<file path="src/ott_pkg.sv">
// ----------------------------------------------------------------------------
// ott_pkg
// Shared types, codes and arithmetic helpers of the obstacle track table.
// ----------------------------------------------------------------------------
package ott_pkg;

    localparam logic [2:0] CMD_INIT  = 3'd0;
    localparam logic [2:0] CMD_POLAR = 3'd1;
    localparam logic [2:0] CMD_CART  = 3'd2;
    localparam logic [2:0] CMD_TICK  = 3'd3;
    localparam logic [2:0] CMD_READ  = 3'd4;

    localparam logic [2:0] REG_EDGE_MARGIN    = 3'd0;
    localparam logic [2:0] REG_MAP_WIDTH      = 3'd1;
    localparam logic [2:0] REG_MAP_HEIGHT     = 3'd2;
    localparam logic [2:0] REG_RANGE_LIMIT    = 3'd3;
    localparam logic [2:0] REG_LEAST_DISTANCE = 3'd4;
    localparam logic [2:0] REG_BASE_RADIUS    = 3'd5;
    localparam logic [2:0] REG_FADE_RELOAD    = 3'd6;

    localparam int          MERGE_WINDOW = 100;
    localparam logic [15:0] RANGE_UNIT   = 16'd1000;
    localparam logic [11:0] RADIUS_MAX   = 12'd4095;
    // floor(p/1000) by multiply with ceil(2^24/1000), at most 1 high below saturation
    localparam logic [14:0] RECIP        = 15'd16778;
    localparam int          RECIP_SHIFT  = 24;
    localparam logic [25:0] SAT_PROD     = 26'd4094000;

    typedef struct packed {
        logic [9:0]  edge_margin;
        logic [12:0] map_width;
        logic [12:0] map_height;
        logic [15:0] range_limit;
        logic [11:0] least_distance;
        logic [9:0]  base_radius;
        logic [15:0] fade_reload;
    } cfg_t;

    typedef struct packed {
        logic load;
        logic pad;
        logic trig;
        logic mult;
        logic sum;
        logic check;
        logic rad;
        logic scan_clear;
        logic scan_step;
        logic fetch;
        logic finish;
    } dp_cmd_t;

    typedef struct packed {
        logic [2:0] op;
        logic       enabled;
        logic       slot_ok;
        logic       reject;
        logic       scan_stop;
        logic       out_free;
    } dp_stat_t;

    function automatic logic [14:0] sine_tab(input logic [4:0] k);
        logic [14:0] v;
        case (k)
            5'd0:    v = 15'd0;
            5'd1:    v = 15'd1606;
            5'd2:    v = 15'd3196;
            5'd3:    v = 15'd4756;
            5'd4:    v = 15'd6270;
            5'd5:    v = 15'd7723;
            5'd6:    v = 15'd9102;
            5'd7:    v = 15'd10394;
            5'd8:    v = 15'd11585;
            5'd9:    v = 15'd12665;
            5'd10:   v = 15'd13623;
            5'd11:   v = 15'd14449;
            5'd12:   v = 15'd15137;
            5'd13:   v = 15'd15679;
            5'd14:   v = 15'd16069;
            5'd15:   v = 15'd16305;
            default: v = 15'd16384;
        endcase
        return v;
    endfunction

    function automatic logic [14:0] quarter_sine(input logic [12:0] u);
        logic [4:0]         i;
        logic signed [15:0] a;
        logic signed [15:0] b;
        logic signed [24:0] p;
        logic signed [15:0] s;
        i = u[12:8];
        a = $signed({1'b0, sine_tab(i)});
        b = $signed({1'b0, sine_tab(5'(i + 5'd1))});
        p = 25'(b - a) * $signed({1'b0, u[7:0]}) + 25'sd128;
        s = a + 16'(p >>> 8);
        if (i >= 5'd16) begin
            s = 16'sd16384;
        end
        return s[14:0];
    endfunction

    function automatic logic signed [15:0] sine_of(input logic [13:0] p);
        logic [12:0] u;
        logic [15:0] v;
        u = p[12] ? (13'd4096 - {1'b0, p[11:0]}) : {1'b0, p[11:0]};
        v = {1'b0, quarter_sine(u)};
        return p[13] ? -$signed(v) : $signed(v);
    endfunction

    function automatic logic off_map(input logic signed [20:0] x,
                                     input logic signed [20:0] y,
                                     input cfg_t c);
        logic signed [21:0] xs;
        logic signed [21:0] ys;
        logic signed [21:0] ms;
        logic signed [21:0] wl;
        logic signed [21:0] hl;
        xs = 22'(x);
        ys = 22'(y);
        ms = $signed({12'd0, c.edge_margin});
        wl = $signed({9'd0, c.map_width}) - ms;
        hl = $signed({9'd0, c.map_height}) - ms;
        return (xs < ms) || (xs > wl) || (ys < ms) || (ys > hl);
    endfunction

endpackage

</file>
<file path="src/ott_cfg.sv">
// ----------------------------------------------------------------------------
// ott_cfg
// Register bank behind the APB-style configuration port.
// ----------------------------------------------------------------------------
module ott_cfg (
    input  logic          aclk,
    input  logic          aresetn,
    input  logic          psel,
    input  logic          penable,
    input  logic          pwrite,
    input  logic [4:0]    paddr,
    input  logic [31:0]   pwdata,
    output logic [31:0]   prdata,
    output logic          pready,
    output ott_pkg::cfg_t cfg
);
    import ott_pkg::*;

    cfg_t       cfg_reg;
    cfg_t       cfg_next;
    logic [2:0] idx;

    assign idx    = paddr[4:2];
    assign pready = 1'b1;
    assign cfg    = cfg_reg;

    always_comb begin
        cfg_next = cfg_reg;
        if (psel && penable && pwrite) begin
            case (idx)
                REG_EDGE_MARGIN:    cfg_next.edge_margin    = pwdata[9:0];
                REG_MAP_WIDTH:      cfg_next.map_width      = pwdata[12:0];
                REG_MAP_HEIGHT:     cfg_next.map_height     = pwdata[12:0];
                REG_RANGE_LIMIT:    cfg_next.range_limit    = pwdata[15:0];
                REG_LEAST_DISTANCE: cfg_next.least_distance = pwdata[11:0];
                REG_BASE_RADIUS:    cfg_next.base_radius    = pwdata[9:0];
                REG_FADE_RELOAD:    cfg_next.fade_reload    = pwdata[15:0];
                default:            cfg_next = cfg_reg;
            endcase
        end
    end

    always_comb begin
        case (idx)
            REG_EDGE_MARGIN:    prdata = {22'd0, cfg_reg.edge_margin};
            REG_MAP_WIDTH:      prdata = {19'd0, cfg_reg.map_width};
            REG_MAP_HEIGHT:     prdata = {19'd0, cfg_reg.map_height};
            REG_RANGE_LIMIT:    prdata = {16'd0, cfg_reg.range_limit};
            REG_LEAST_DISTANCE: prdata = {20'd0, cfg_reg.least_distance};
            REG_BASE_RADIUS:    prdata = {22'd0, cfg_reg.base_radius};
            REG_FADE_RELOAD:    prdata = {16'd0, cfg_reg.fade_reload};
            default:            prdata = 32'd0;
        endcase
    end

    always_ff @(posedge aclk) begin
        if (!aresetn) begin
            cfg_reg.edge_margin    <= 10'd100;
            cfg_reg.map_width      <= 13'd3000;
            cfg_reg.map_height     <= 13'd2000;
            cfg_reg.range_limit    <= 16'd4000;
            cfg_reg.least_distance <= 12'd500;
            cfg_reg.base_radius    <= 10'd200;
            cfg_reg.fade_reload    <= 16'd600;
        end else begin
            cfg_reg <= cfg_next;
        end
    end

endmodule

</file>
<file path="src/ott_ctrl.sv">
// ----------------------------------------------------------------------------
// ott_ctrl
// Sequencer that steps the datapath through one request at a time.
// ----------------------------------------------------------------------------
module ott_ctrl (
    input  logic              aclk,
    input  logic              aresetn,
    input  logic              s_valid,
    output logic              s_ready,
    input  ott_pkg::dp_stat_t stat,
    output ott_pkg::dp_cmd_t  cmd
);
    import ott_pkg::*;

    typedef enum logic [10:0] {
        ST_IDLE   = 11'b00000000001,
        ST_DECODE = 11'b00000000010,
        ST_DIST   = 11'b00000000100,
        ST_TRIG   = 11'b00000001000,
        ST_MULT   = 11'b00000010000,
        ST_SUM    = 11'b00000100000,
        ST_CHECK  = 11'b00001000000,
        ST_RAD    = 11'b00010000000,
        ST_SCAN   = 11'b00100000000,
        ST_FETCH  = 11'b01000000000,
        ST_DONE   = 11'b10000000000
    } state_t;

    state_t state_reg;
    state_t state_next;

    assign s_ready = (state_reg == ST_IDLE);

    always_comb begin
        state_next = state_reg;
        cmd        = '0;
        case (state_reg)
            ST_IDLE: begin
                if (s_valid) begin
                    cmd.load   = 1'b1;
                    state_next = ST_DECODE;
                end
            end
            ST_DECODE: begin
                state_next = ST_DONE;
                case (stat.op)
                    CMD_POLAR: begin
                        if (stat.enabled) state_next = ST_DIST;
                    end
                    CMD_CART: begin
                        if (stat.enabled && stat.slot_ok) state_next = ST_FETCH;
                    end
                    CMD_READ: begin
                        if (stat.slot_ok) state_next = ST_FETCH;
                    end
                    CMD_TICK: begin
                        if (stat.enabled) begin
                            cmd.scan_clear = 1'b1;
                            state_next     = ST_SCAN;
                        end
                    end
                    default: state_next = ST_DONE;
                endcase
            end
            ST_DIST: begin
                cmd.pad    = 1'b1;
                state_next = ST_TRIG;
            end
            ST_TRIG: begin
                cmd.trig   = 1'b1;
                state_next = ST_MULT;
            end
            ST_MULT: begin
                cmd.mult   = 1'b1;
                state_next = ST_SUM;
            end
            ST_SUM: begin
                cmd.sum    = 1'b1;
                state_next = ST_CHECK;
            end
            ST_CHECK: begin
                cmd.check  = 1'b1;
                state_next = ST_RAD;
            end
            ST_RAD: begin
                cmd.rad        = 1'b1;
                cmd.scan_clear = !stat.reject;
                state_next     = stat.reject ? ST_DONE : ST_SCAN;
            end
            ST_SCAN: begin
                cmd.scan_step = 1'b1;
                if (stat.scan_stop) state_next = ST_DONE;
            end
            ST_FETCH: begin
                cmd.fetch  = 1'b1;
                state_next = ST_DONE;
            end
            ST_DONE: begin
                // hold here while the previous result still sits unread
                if (stat.out_free) begin
                    cmd.finish = 1'b1;
                    state_next = ST_IDLE;
                end
            end
            default: state_next = ST_IDLE;
        endcase
    end

    always_ff @(posedge aclk) begin
        if (!aresetn) begin
            state_reg <= ST_IDLE;
        end else begin
            state_reg <= state_next;
        end
    end

endmodule

</file>
<file path="src/ott_dp.sv">
// ----------------------------------------------------------------------------
// ott_dp
// Datapath: hit geometry, slot memories, slot walk and result register.
// ----------------------------------------------------------------------------
module ott_dp #(
    parameter int SLOT_COUNT = 8,
    parameter int ANGLE_BITS = 12
) (
    input  logic                aclk,
    input  logic                aresetn,
    input  ott_pkg::cfg_t       cfg,
    input  ott_pkg::dp_cmd_t    cmd,
    output ott_pkg::dp_stat_t   stat,
    input  logic [2:0]          s_cmd,
    input  logic signed [15:0]  s_robot_x,
    input  logic signed [15:0]  s_robot_y,
    input  logic [11:0]         s_bearing,
    input  logic [15:0]         s_range_mm,
    input  logic signed [15:0]  s_point_x,
    input  logic signed [15:0]  s_point_y,
    input  logic [2:0]          s_slot,
    output logic                m_valid,
    input  logic                m_ready,
    output logic [2:0]          m_slot_used,
    output logic signed [15:0]  m_circle_x,
    output logic signed [15:0]  m_circle_y,
    output logic [11:0]         m_circle_r,
    output logic                m_merged,
    output logic [15:0]         m_fade_left
);
    import ott_pkg::*;

    localparam int IDX_W   = (SLOT_COUNT > 1) ? $clog2(SLOT_COUNT) : 1;
    localparam int CNT_W   = $clog2(SLOT_COUNT + 1);
    localparam int ENTRY_W = 44;

    // request fields
    logic [2:0]         op_reg;
    logic signed [15:0] robot_x_reg;
    logic signed [15:0] robot_y_reg;
    logic [11:0]        bearing_reg;
    logic [15:0]        range_reg;
    logic signed [15:0] point_x_reg;
    logic signed [15:0] point_y_reg;
    logic [2:0]         slot_reg;

    // hit geometry
    logic [15:0]        d_reg;
    logic               drej_reg;
    logic signed [15:0] sin_reg;
    logic signed [15:0] cos_reg;
    logic signed [32:0] prod_x_reg;
    logic signed [32:0] prod_y_reg;
    logic signed [20:0] x_reg;
    logic signed [20:0] y_reg;
    logic [25:0]        radp_reg;
    logic [16:0]        q0_reg;
    logic               reject_reg;
    logic [11:0]        radius_reg;

    // table state
    logic                  enabled_reg;
    logic                  enabled_next;
    logic [IDX_W-1:0]      cursor_reg;
    logic [IDX_W-1:0]      cursor_next;
    logic [SLOT_COUNT-1:0] cvalid_reg;
    logic [SLOT_COUNT-1:0] cvalid_next;
    logic [SLOT_COUNT-1:0] fvalid_reg;
    logic [SLOT_COUNT-1:0] fvalid_next;
    logic [ENTRY_W-1:0]    circ_mem [SLOT_COUNT];
    logic [15:0]           fade_mem [SLOT_COUNT];
    logic [ENTRY_W-1:0]    rd_circ_reg;
    logic [15:0]           rd_fade_reg;
    logic                  rd_cv_reg;
    logic                  rd_fv_reg;

    // walk
    logic [CNT_W-1:0] cnt_reg;
    logic             hit_reg;
    logic             hit_next;
    logic [IDX_W-1:0] hit_slot_reg;
    logic [IDX_W-1:0] hit_slot_next;
    logic [15:0]      hit_fade_reg;
    logic [15:0]      hit_fade_next;

    // result register
    logic               m_valid_reg;
    logic               m_valid_next;
    logic [2:0]         slot_used_reg;
    logic signed [15:0] circle_x_reg;
    logic signed [15:0] circle_y_reg;
    logic [11:0]        circle_r_reg;
    logic               merged_reg;
    logic [15:0]        fade_left_reg;
    logic [2:0]         res_slot;
    logic signed [15:0] res_x;
    logic signed [15:0] res_y;
    logic [11:0]        res_r;
    logic               res_merged;
    logic [15:0]        res_fade;

    // comb helpers
    logic [13:0]        phase;
    logic [16:0]        d17;
    logic [15:0]        scale;
    logic [26:0]        q0_prod;
    logic [16:0]        q_fix;
    logic [IDX_W-1:0]   slot_idx;
    logic               slot_ok;
    logic               rd_en;
    logic [IDX_W-1:0]   rd_addr;
    logic               cw_en;
    logic [IDX_W-1:0]   cw_addr;
    logic [ENTRY_W-1:0] cw_data;
    logic               fw_en;
    logic [IDX_W-1:0]   fw_addr;
    logic [15:0]        fw_data;
    logic signed [15:0] rx;
    logic signed [15:0] ry;
    logic [11:0]        rr;
    logic [15:0]        rfade;
    logic signed [21:0] dx;
    logic signed [21:0] dy;
    logic               eval_ok;
    logic               match;
    logic               last;
    logic [IDX_W-1:0]   eidx;
    logic               cart_empty;
    logic [IDX_W-1:0]   tgt;

    assign slot_idx = IDX_W'(slot_reg);
    assign slot_ok  = (32'(slot_reg) < SLOT_COUNT);
    assign phase    = 14'((({2'b00, bearing_reg}) & 14'((1 << ANGLE_BITS) - 1))
                      << (14 - ANGLE_BITS));
    assign d17      = {1'b0, range_reg} + {7'd0, cfg.edge_margin};
    assign scale    = (d_reg < RANGE_UNIT) ? RANGE_UNIT : d_reg;
    assign q0_prod  = 27'(q0_reg) * 27'(RANGE_UNIT);
    assign q_fix    = (q0_prod > {1'b0, radp_reg}) ? (q0_reg - 17'd1) : q0_reg;

    assign rx    = rd_cv_reg ? $signed(rd_circ_reg[43:28]) : 16'sd0;
    assign ry    = rd_cv_reg ? $signed(rd_circ_reg[27:12]) : 16'sd0;
    assign rr    = rd_cv_reg ? rd_circ_reg[11:0] : 12'd0;
    assign rfade = rd_fv_reg ? rd_fade_reg : 16'd0;

    assign dx   = 22'(rx) - 22'(x_reg);
    assign dy   = 22'(ry) - 22'(y_reg);
    assign eidx = IDX_W'(cnt_reg - CNT_W'(1));
    assign last = (cnt_reg == CNT_W'(SLOT_COUNT));

    assign eval_ok = cmd.scan_step && (cnt_reg != '0);
    assign match   = eval_ok && (op_reg == CMD_POLAR) && (rr != 12'd0)
                     && (dx < 22'(MERGE_WINDOW)) && (dx > -22'(MERGE_WINDOW))
                     && (dy < 22'(MERGE_WINDOW)) && (dy > -22'(MERGE_WINDOW));

    assign rd_en   = cmd.fetch || (cmd.scan_step && !last);
    assign rd_addr = cmd.fetch ? slot_idx : cnt_reg[IDX_W-1:0];

    assign cart_empty = ((point_x_reg == 16'sd0) && (point_y_reg == 16'sd0))
                        || off_map(21'(point_x_reg), 21'(point_y_reg), cfg);
    assign tgt = hit_reg ? hit_slot_reg : cursor_reg;

    assign stat.op        = op_reg;
    assign stat.enabled   = enabled_reg;
    assign stat.slot_ok   = slot_ok;
    assign stat.reject    = reject_reg;
    assign stat.scan_stop = cmd.scan_step && (match || last);
    assign stat.out_free  = !m_valid_reg || m_ready;

    always_comb begin
        enabled_next  = enabled_reg;
        cursor_next   = cursor_reg;
        cvalid_next   = cvalid_reg;
        fvalid_next   = fvalid_reg;
        hit_next      = hit_reg;
        hit_slot_next = hit_slot_reg;
        hit_fade_next = hit_fade_reg;
        cw_en         = 1'b0;
        cw_addr       = tgt;
        cw_data       = {x_reg[15:0], y_reg[15:0], radius_reg};
        fw_en         = 1'b0;
        fw_addr       = eidx;
        fw_data       = rfade - 16'd1;
        res_slot      = 3'd0;
        res_x         = 16'sd0;
        res_y         = 16'sd0;
        res_r         = 12'd0;
        res_merged    = 1'b0;
        res_fade      = 16'd0;
        m_valid_next  = m_valid_reg && !m_ready;

        if (cmd.scan_clear) begin
            hit_next = 1'b0;
        end
        if (match) begin
            hit_next      = 1'b1;
            hit_slot_next = eidx;
            hit_fade_next = rfade;
        end
        // tick: age a live slot, or drop it once its fade has run out
        if (eval_ok && (op_reg == CMD_TICK) && (rr != 12'd0)) begin
            if (rfade != 16'd0) begin
                fw_en = 1'b1;
            end else begin
                cvalid_next[eidx] = 1'b0;
            end
        end

        if (cmd.finish) begin
            m_valid_next = 1'b1;
            case (op_reg)
                CMD_INIT: begin
                    enabled_next = 1'b1;
                    cvalid_next  = '0;
                end
                CMD_POLAR: begin
                    if (enabled_reg && !reject_reg) begin
                        cw_en      = 1'b1;
                        res_slot   = 3'(tgt);
                        res_x      = x_reg[15:0];
                        res_y      = y_reg[15:0];
                        res_r      = radius_reg;
                        res_merged = hit_reg;
                        res_fade   = hit_reg ? hit_fade_reg : cfg.fade_reload;
                        if (!hit_reg) begin
                            fw_en   = 1'b1;
                            fw_addr = cursor_reg;
                            fw_data = cfg.fade_reload;
                            cursor_next = (32'(cursor_reg) >= SLOT_COUNT - 1)
                                          ? '0 : IDX_W'(cursor_reg + IDX_W'(1));
                        end
                    end
                end
                CMD_CART: begin
                    if (enabled_reg && slot_ok) begin
                        cw_en    = 1'b1;
                        cw_addr  = slot_idx;
                        res_slot = slot_reg;
                        res_fade = rfade;
                        if (!cart_empty) begin
                            res_x = point_x_reg;
                            res_y = point_y_reg;
                            res_r = {2'b00, cfg.base_radius};
                        end
                        cw_data = {res_x, res_y, res_r};
                    end
                end
                CMD_READ: begin
                    if (slot_ok) begin
                        res_slot = slot_reg;
                        res_x    = rx;
                        res_y    = ry;
                        res_r    = rr;
                        res_fade = rfade;
                    end
                end
                default: m_valid_next = 1'b1;
            endcase
        end

        if (cw_en) cvalid_next[cw_addr] = 1'b1;
        if (fw_en) fvalid_next[fw_addr] = 1'b1;
    end

    always_ff @(posedge aclk) begin
        if (cw_en) circ_mem[cw_addr] <= cw_data;
        if (fw_en) fade_mem[fw_addr] <= fw_data;
        if (rd_en) begin
            rd_circ_reg <= circ_mem[rd_addr];
            rd_fade_reg <= fade_mem[rd_addr];
            rd_cv_reg   <= cvalid_reg[rd_addr];
            rd_fv_reg   <= fvalid_reg[rd_addr];
        end
    end

    always_ff @(posedge aclk) begin
        if (cmd.load) begin
            op_reg      <= s_cmd;
            robot_x_reg <= s_robot_x;
            robot_y_reg <= s_robot_y;
            bearing_reg <= s_bearing;
            range_reg   <= s_range_mm;
            point_x_reg <= s_point_x;
            point_y_reg <= s_point_y;
            slot_reg    <= s_slot;
        end
        if (cmd.pad) begin
            drej_reg <= (d17 >= {1'b0, cfg.range_limit});
            d_reg    <= (d17 < {5'd0, cfg.least_distance}) ? {4'd0, cfg.least_distance}
                                                           : d17[15:0];
        end
        if (cmd.trig) begin
            sin_reg <= sine_of(phase);
            cos_reg <= sine_of(14'(phase + 14'd4096));
        end
        if (cmd.mult) begin
            prod_x_reg <= $signed({1'b0, d_reg}) * cos_reg;
            prod_y_reg <= $signed({1'b0, d_reg}) * sin_reg;
        end
        if (cmd.sum) begin
            // round to nearest, ties toward plus infinity
            x_reg    <= 21'(robot_x_reg) + 21'((prod_x_reg + 33'sd8192) >>> 14);
            y_reg    <= 21'(robot_y_reg) + 21'((prod_y_reg + 33'sd8192) >>> 14);
            radp_reg <= 26'(cfg.base_radius) * 26'(scale);
        end
        if (cmd.check) begin
            reject_reg <= drej_reg || off_map(x_reg, y_reg, cfg);
            q0_reg     <= 17'((41'(radp_reg) * 41'(RECIP)) >> RECIP_SHIFT);
        end
        if (cmd.rad) begin
            radius_reg <= (radp_reg >= SAT_PROD) ? RADIUS_MAX : 12'(q_fix + 17'd1);
        end
        if (cmd.scan_clear) begin
            cnt_reg <= '0;
        end else if (cmd.scan_step) begin
            cnt_reg <= CNT_W'(cnt_reg + CNT_W'(1));
        end
        hit_slot_reg <= hit_slot_next;
        hit_fade_reg <= hit_fade_next;
        if (cmd.finish) begin
            slot_used_reg <= res_slot;
            circle_x_reg  <= res_x;
            circle_y_reg  <= res_y;
            circle_r_reg  <= res_r;
            merged_reg    <= res_merged;
            fade_left_reg <= res_fade;
        end
    end

    always_ff @(posedge aclk) begin
        if (!aresetn) begin
            enabled_reg <= 1'b0;
            cursor_reg  <= '0;
            cvalid_reg  <= '0;
            fvalid_reg  <= '0;
            hit_reg     <= 1'b0;
            m_valid_reg <= 1'b0;
        end else begin
            enabled_reg <= enabled_next;
            cursor_reg  <= cursor_next;
            cvalid_reg  <= cvalid_next;
            fvalid_reg  <= fvalid_next;
            hit_reg     <= hit_next;
            m_valid_reg <= m_valid_next;
        end
    end

    assign m_valid     = m_valid_reg;
    assign m_slot_used = slot_used_reg;
    assign m_circle_x  = circle_x_reg;
    assign m_circle_y  = circle_y_reg;
    assign m_circle_r  = circle_r_reg;
    assign m_merged    = merged_reg;
    assign m_fade_left = fade_left_reg;

endmodule

</file>
<file path="src/obstacle_track_table.sv">
// ----------------------------------------------------------------------------
// obstacle_track_table
// Table of circular obstacles with fade counters, fed by lidar hits.
// ----------------------------------------------------------------------------
//  channel  | prefix | handshake             | content
//  request  | s_     | s_valid / s_ready     | command, robot pose, hit, point, slot
//  result   | m_     | m_valid / m_ready     | slot, circle, merged flag, fade
//  config   | p      | psel+penable, pready  | seven registers at 4*index
//
//  one request at a time: polar add runs decode, six geometry steps and, unless
//  rejected, a walk over the slot memory ending early on a merge; tick runs decode
//  and the walk, read and cartesian add decode and a slot fetch, init decode alone.
//  reset is synchronous active low; no clearing pass, slot contents clear at once.
//  a finished result waits in the output register; the next request is taken
//  meanwhile and only stalls at its own result if that register is still full.
module obstacle_track_table #(
    parameter int SLOT_COUNT = 8,
    parameter int ANGLE_BITS = 12
) (
    input  logic               aclk,
    input  logic               aresetn,
    input  logic               s_valid,
    output logic               s_ready,
    input  logic [2:0]         s_cmd,
    input  logic signed [15:0] s_robot_x,
    input  logic signed [15:0] s_robot_y,
    input  logic [11:0]        s_bearing,
    input  logic [15:0]        s_range_mm,
    input  logic signed [15:0] s_point_x,
    input  logic signed [15:0] s_point_y,
    input  logic [2:0]         s_slot,
    output logic               m_valid,
    input  logic               m_ready,
    output logic [2:0]         m_slot_used,
    output logic signed [15:0] m_circle_x,
    output logic signed [15:0] m_circle_y,
    output logic [11:0]        m_circle_r,
    output logic               m_merged,
    output logic [15:0]        m_fade_left,
    input  logic               psel,
    input  logic               penable,
    input  logic               pwrite,
    input  logic [4:0]         paddr,
    input  logic [31:0]        pwdata,
    output logic [31:0]        prdata,
    output logic               pready
);
    import ott_pkg::*;

    cfg_t     cfg;
    dp_cmd_t  cmd;
    dp_stat_t stat;

    ott_cfg u_cfg (
        .aclk    (aclk),
        .aresetn (aresetn),
        .psel    (psel),
        .penable (penable),
        .pwrite  (pwrite),
        .paddr   (paddr),
        .pwdata  (pwdata),
        .prdata  (prdata),
        .pready  (pready),
        .cfg     (cfg)
    );

    ott_ctrl u_ctrl (
        .aclk    (aclk),
        .aresetn (aresetn),
        .s_valid (s_valid),
        .s_ready (s_ready),
        .stat    (stat),
        .cmd     (cmd)
    );

    ott_dp #(
        .SLOT_COUNT (SLOT_COUNT),
        .ANGLE_BITS (ANGLE_BITS)
    ) u_dp (
        .aclk        (aclk),
        .aresetn     (aresetn),
        .cfg         (cfg),
        .cmd         (cmd),
        .stat        (stat),
        .s_cmd       (s_cmd),
        .s_robot_x   (s_robot_x),
        .s_robot_y   (s_robot_y),
        .s_bearing   (s_bearing),
        .s_range_mm  (s_range_mm),
        .s_point_x   (s_point_x),
        .s_point_y   (s_point_y),
        .s_slot      (s_slot),
        .m_valid     (m_valid),
        .m_ready     (m_ready),
        .m_slot_used (m_slot_used),
        .m_circle_x  (m_circle_x),
        .m_circle_y  (m_circle_y),
        .m_circle_r  (m_circle_r),
        .m_merged    (m_merged),
        .m_fade_left (m_fade_left)
    );

endmodule

</file>
<file path="config.mk">
export PLATFORM = sky130hd
export DESIGN_NAME = obstacle_track_table
export DESIGN_NICKNAME = d
export VERILOG_FILES = /design/src/ott_pkg.sv /design/src/ott_cfg.sv /design/src/ott_ctrl.sv /design/src/ott_dp.sv /design/src/obstacle_track_table.sv
export SDC_FILE = /design/constraint.sdc
export NUM_CORES = 2
export LEC_CHECK = 0
export ABC_AREA = 0
export BUFFER_PORTS_ARGS = -buffer_cell sky130_fd_sc_hd__buf_2
export CAP_MARGIN = 25
export CORE_MARGIN = 2
export CORE_UTILIZATION = 38
export CTS_CLUSTER_DIAMETER = 200
export DETAILED_ROUTE_END_ITERATION = 8
export PLACE_DENSITY = 0.57
export SYNTH_ARGS = -nofsm -noshare
export SYNTH_HDL_FRONTEND = slang
export SYNTH_SLANG_ARGS = --single-unit
</file>
<file path="constraint.sdc">
create_clock -name aclk -period 10.9 [get_ports aclk]
set_input_delay 1.09 -clock aclk [delete_from_list [all_inputs] [get_ports aclk]]
set_output_delay 1.09 -clock aclk [all_outputs]
set_load 0.01 [all_outputs]
</file>
* Word level (Yosys, flattened, before mapping) *
Memories as Yosys holds them, arrays and structs flattened. A register that Yosys moved wholly into a read port is not among the register bits.
Index checks and enable logic that the tools add are counted.
W data, S select, Z words.

word-level totals
  word-level logic and storage cells = 314
  register bits = 521
  ROM bits = 896
  bits in writable memories = 480
  bits of input ports = 142
  memories = 6
  output and inout bits = 99

cells by class
  add/sub/neg operators = 28
  muxes and demuxes = 115
  bitwise gates (word level) = 5
  order comparisons = 27
  reduce and logical (&&, ||, !) cells = 53
  $mul = 7
  eq/ne operators = 25

memory list
  name             words  bits a word  rd ports  clocked after memory_dff  write ports  line           RTL
  u_dp.circ_mem    8      44           1         1                         1            ott_dp.sv:70   logic [ENTRY_W-1:0] circ_mem [SLOT_COUNT];
  (no name shown)  16     14           1         0                         0            ott_pkg.sv:64  case (k)
  (no name shown)  16     14           1         0                         0            ott_pkg.sv:64
  (no name shown)  16     14           1         0                         0            ott_pkg.sv:64
  (no name shown)  16     14           1         0                         0            ott_pkg.sv:64
  u_dp.fade_mem    8      16           1         1                         1            ott_dp.sv:71   logic [15:0] fade_mem [SLOT_COUNT];

operators by type and width
  operator                  count
  $mux W16                  17
  $mux W15                  14
  $pmux W16 S3              3
  $mux W44                  3
  $pmux W11 S11             1
  $pmux W16 S7              1
  $mux W11                  7
  $add A33 B15 Y33 const B  2
  $mul A17 B16 Y33          2
  $mux W12                  5
  $mul A25 B9 Y23           2
  $add A23 B9 Y23 const B   2
  $gt A22 B8 Y1 const B     2
  $lt A22 B8 Y1 const B     2
  $pmux W11 S4              1
  $sub A16 B20 Y21          2
  $add A16 B19 Y20          2
  $gt A20 B14 Y1            2
  $lt A20 B11 Y1            2
  $mul A26 B14 Y40 const B  1
  $mux W8                   5
  $mux W3                   12
  $pmux W12 S3              1
  $mux W1                   34
  65 further kinds          135

* Depth between registers and ports, before layout *
An unclocked memory read counts as a cell.

  depth after elaboration = 15
  gate-level depth with buffers = 53
  gate-level depth less buffers = 52

* Hierarchy *
From an unflattened synthesis, not the netlist that was laid out.

unflattened totals
  cell total of the unflattened synthesis = 8375
  area, all modules = 90055.1 um2

modules (own cells, without submodules)
  module    cells each  seq. area each (um2)  instances  area each (um2)
  ott_dp    7798        27786.6               1          84912.7
  ott_cfg   474         1801.7                1          4362.9
  ott_ctrl  103         220.2                 1          779.5

* Least setup slack after synthesis *
Ideal clock, no wire load.

  path kind = register to register
  from = register u_dp.bearing_reg[0]
  to = register u_dp.sin_reg[14] (data pin)
  path slack = -0.494 ns
  library setup time = 0.274 ns
  buffers on the path = 3
  arrival time = 11.121 ns
  data required time = 10.626 ns
  stages on the path, launching flop included = 50
  cells stage by stage = edfxtp_1 -> inv_1 -> clkbuf_1 -> ha_1 -> or3b_1 -> or3_1 -> or3_4 -> and2_1 -> xnor2_1 -> inv_2 -> clkbuf_1 -> ha_1 -> clkbuf_1 -> nor2_1 -> a221oi_1 -> inv_1 -> fa_1 -> nor2b_1 -> [14 not listed] -> and3_1 -> o21ai_0 -> nor4b_1 -> nor2_1 -> a21oi_1 -> nand2b_1 -> nor3b_1 -> nor2_1 -> ha_1 -> a21oi_1 -> o21ai_0 -> a21o_1 -> a21o_1 -> a31oi_1 -> xnor2_1 -> and2_1 -> o41ai_1 -> xor2_1

between the ends
  cells in the longest elaborated chain, start to end = 14
  elaborated cells between the ends (all ways) = 18

RTL lines
  item                    line            RTL
  start, declared         ott_dp.sv:41    logic [11:0] bearing_reg;
  start signal, assigned  ott_dp.sv:280   bearing_reg <= s_bearing;
  $sub A13 B12 Y13        ott_pkg.sv:106  u = p[12] ? (13'd4096 - {1'b0, p[11:0]}) : {1'b0, p[11:0]};
  $mux W13 *              ott_pkg.sv:106
  $add A5 B1 Y5           ott_pkg.sv:94   b = $signed({1'b0, sine_tab(5'(i + 5'd1))});
  $mem_v2 Z16 W14         --
  $mux W15                ott_pkg.sv:64
  $mux W15                ott_dp.sv:291   if (cmd.trig) begin
  $sub A15 B15 Y16        ott_pkg.sv:95   p = 25'(b - a) * $signed({1'b0, u[7:0]}) + 25'sd128;
  $mul A25 B9 Y23         ott_pkg.sv:95
  $add A23 B9 Y23         ott_pkg.sv:95
  $add A15 B15 Y15        ott_pkg.sv:96   s = a + 16'(p >>> 8);
  $mux W15 *              ott_pkg.sv:97   if (i >= 5'd16) begin
  $mux W15 *              ott_dp.sv:291
  $neg A15 Y16            ott_pkg.sv:108  return p[13] ? -$signed(v) : $signed(v);
  $mux W15 *              ott_pkg.sv:108
  end signal, assigned    ott_dp.sv:292   sin_reg <= sine_of(phase);
  end, declared           ott_dp.sv:50    logic signed [15:0] sin_reg;

Mark *: on every way between the ends. The rest lies on a longest branch, timed or not. The select of a mux whose other input is x is not followed.
A chain may end at the register's enable or synchronous reset.

* Worst setup path in the final report *
Same ends and word-level chain as after synthesis.

==> metrics.md <==
| Metric | Value |
|---|---|
| Fmax achieved | 0.09425 GHz |
| Worst path required time | 11.38 ns |
| Gr usage total | 21.73% |
| Cell Area, Synth | 90460 um^2 |
| Initial antenna violation count | 16 |
| 1st-iter DRT viols | 5221 |
| Hold Path End | u_dp.point_y_reg[15]$_DFFE_PP_ |
| Cells after Synth | 9255 |
| Pin slew with the least headroom to its limit | 1.065 ns |
| DP Wirelength | 197900 um |
| Drt first pass iters | 8 |
| Vias in the first global route | 69768 |
| Share of cells above drive strength 1 | 11.85% |
| Row cnt | 179 |
| Outcome | complete, no violations |
| Commonest non-fill, non-tap cells in the layout | nand2_1, inv_1, ha_1 |
| Routability cong. | 0.9104 |
| Final WL | 266800 um |
| CP arrival | 11.09 ns |
| WL/cell | 20.65 um |
| Synth area leaders | edfxtp_1, fa_1, ha_1, nand2_1, inv_1 |
| Final setup TNS | 0 ns |
| Vias per cell | 5.287 |
| Pre-CTS setup slack | -0.1773 ns |
| Design area | 103000 um^2 |
| Critical path type | register to register |
| CTS buffer count | 117 |
| Max Slew Vio Count | 0 |
| Post-synth ARST share | 0% |
| Area share of the largest cell type after synthesis | 30.14% |
| Top FF cell, synth | edfxtp_1 |
| # H-tree levels | 3 |
| Final worst setup slack | 0.2894 ns |
| Crit path capture type | register |
| Tcrit/Tclk final | 97.35% |
| Slowest-stage cell, CP | fa_1 |
| Ports | 241 |
| Register area | 29810 um^2 |
| Vias | 68324 |
| Worst-path maximum fanout | 4 |
| Post-DP Area | 97300 um^2 |
| Mapped Avg Cell Area | 9.774 um^2 |
| Placed cells | 12652 |
| RSZ-0062 raised after global routing | yes |
| Most common cell after layout, fill and taps aside | nand2_1 |
| Startpoint Class | register |
| NumNets Final | 11550 |
| DR DRC count | 0 |
| Worst R2R Start | u_dp.bearing_reg[0]$_DFFE_PP_ |
| Seq cells post-synth | 1035 |
| Post-synth EDFFs | 908 |
| Clock Sinks | 1035 |
| Hold WC Path Type | input pin to register |
| Core area | 237200 um^2 |
| Die height | 491.9 um |
| GR Overflow Total | 0 |
| Clk root buf | clkbuf_16 |
| Rel. slew slack | 28.76% |
| Clock Latency Late Sink | 0.83 ns |
| Reg clk slew, reported paths | 0.06 ns |
| YS warnings | 0 |
| Largest net degree at the start of global routing | 78 |
| Setup slack, reg-to-reg | 0.29 ns |
| Footprint of the multi-input gates | 56500 um^2 |
| Max_cap viols | 0 |
| Sequential-to-total area share from yosys stat | 32.95% |
| Area added between synthesis and finish | 13.91% |
| CP bufs+invs | 4 |
| Die area | 242000 um^2 |
| CP delay by family, top | adder cells |
| Initial Util | 38.14% |
| Synth unique cells | 90 |
| Clock buffer depth | 3 |
| Hold Path Stages | 1 |
| Min Tclk post-route | 10.61 ns |
| Port bufs | 205 |
| Synth area leader | edfxtp_1 |
| Setup Skew | 0.08184 ns |
| Fin cells | 12924 |
| FILL cells | 22513 |
| First-pass GRT wire length | 408600 um |
| Final hold vios | 0 |
| Hold Startpoint | s_point_y[15] |
| Worst reg2reg endpoint | u_dp.sin_reg[14]$_DFFE_PP_ |
| CTS tree | yes |
| Chip Width | 491.9 um |
| Post-route ant nets | 0 |
| Crit-path max cell delay | 0.53 ns |
| Reg2Reg Depth | 50 |
| Final setup vio count | 0 |
| Max reg flops | 352 |
==> stage by stage <==
stage                     utilization, %  hold WS, ns
final                              43.44       0.4338
after floorplan                        -       0.4406
after CTS                          42.80       0.3749
after global placement             40.97       0.4464
after global routing               43.44       0.3952
after detailed placement           41.03       0.4554
==> per-layer routing <==
metal | vias to the layer above | routed length (um) | GRT usage (%)
met1 | 33810 | 113700 | 28.69
met5 | - | 27 | 0
li1 | 31877 | - | -
met3 | 506 | 15270 | 2.656
met4 | 4 | 13760 | 9.969
met2 | 2127 | 124100 | 35.62
==> worst max-delay path by stage <==
| stage | from | to | slack [ns] | cells past startpoint |
|---|---|---|---|---|
| finish | u_dp.bearing_reg[0]$_DFFE_PP_ | u_dp.sin_reg[14]$_DFFE_PP_ | 0.29 | 50 |
| global route | u_dp.bearing_reg[0]$_DFFE_PP_ | u_dp.sin_reg[14]$_DFFE_PP_ | -0.23 | 50 |
| CTS | u_dp.bearing_reg[0]$_DFFE_PP_ | u_dp.sin_reg[14]$_DFFE_PP_ | 0.002 | 51 |
| detailed placement | u_dp.bearing_reg[0]$_DFFE_PP_ | u_dp.cos_reg[15]$_SDFFCE_PP0P_ | -0.18 | 50 |
| global placement | u_dp.bearing_reg[0]$_DFFE_PP_ | u_dp.sin_reg[14]$_DFFE_PP_ | -0.30 | 49 |
| floorplan | u_dp.bearing_reg[0]$_DFFE_PP_ | u_dp.cos_reg[15]$_SDFFCE_PP0P_ | 0.007 | 48 |
==> cell usage after synthesis, types with 16 or more instances <==
master and instances:
a31o_2 47, o21a_1 83, or2_2 34, ha_1 1020, clkbuf_1 321, o21bai_1 25, buf_4 17, fa_1 746
inv_1 1139, a31oi_1 32, a21o_1 125, nor2b_1 68, or3_1 33, mux2_2 20, a21oi_1 264, dfxtp_1 127
buf_1 31, o31ai_1 17, xnor2_1 276, and2_1 325, mux2i_1 40, and3_1 59, edfxtp_1 908, nor3_1 98
o21ai_0 290, a221o_1 33, nand3_1 426, xor2_1 102, nand4_1 58, a211oi_1 32, a21boi_0 76, nand2_1 1413
nand2b_1 90, a22o_1 16, o22ai_1 25, nor4_1 48, nor2_1 557, o211ai_1 42
==> cell type report <==
type	count	share of cell area, %
inverters	1142	4.163
flip-flops and latches	1035	28.93
well taps	3167	3.846
repair buffers	626	4.266
diodes	12	0.02914
clock inverters	76	0.9132
clock buffers	146	3.016
multi-input cells	6720	54.84
==> kinds of logic (layout without fill, tap and decap cells) <==
logic type / after synthesis / after routing / synth area share [%]
and+or+nand+nor: 3264 / 3264 / 16.53
xor gates and xnor gates: 379 / 379 / 3.690
buffers and inverters: 1515 / 1990 / 6.365
AOI/OAI and AO/OA: 1226 / 1226 / 8.941
muxes: 68 / 68 / 0.8908
DFF: 1035 / 1035 / 32.95
adders and majority gates: 1766 / 1766 / 30.62
other: 2 / 29 / 0.008302
==> what timing repair did <==
action                                  CTS  global route
buffers inserted                          1            32
resized for setup                        24           221
hold buffers                              0             0
endpoints found under the setup margin   10            19
pin swaps                                 4           165
Power is left out: the tool's default activity adds up to more than one toggle a clock period on the data nets, which glitch-free logic cannot reach.
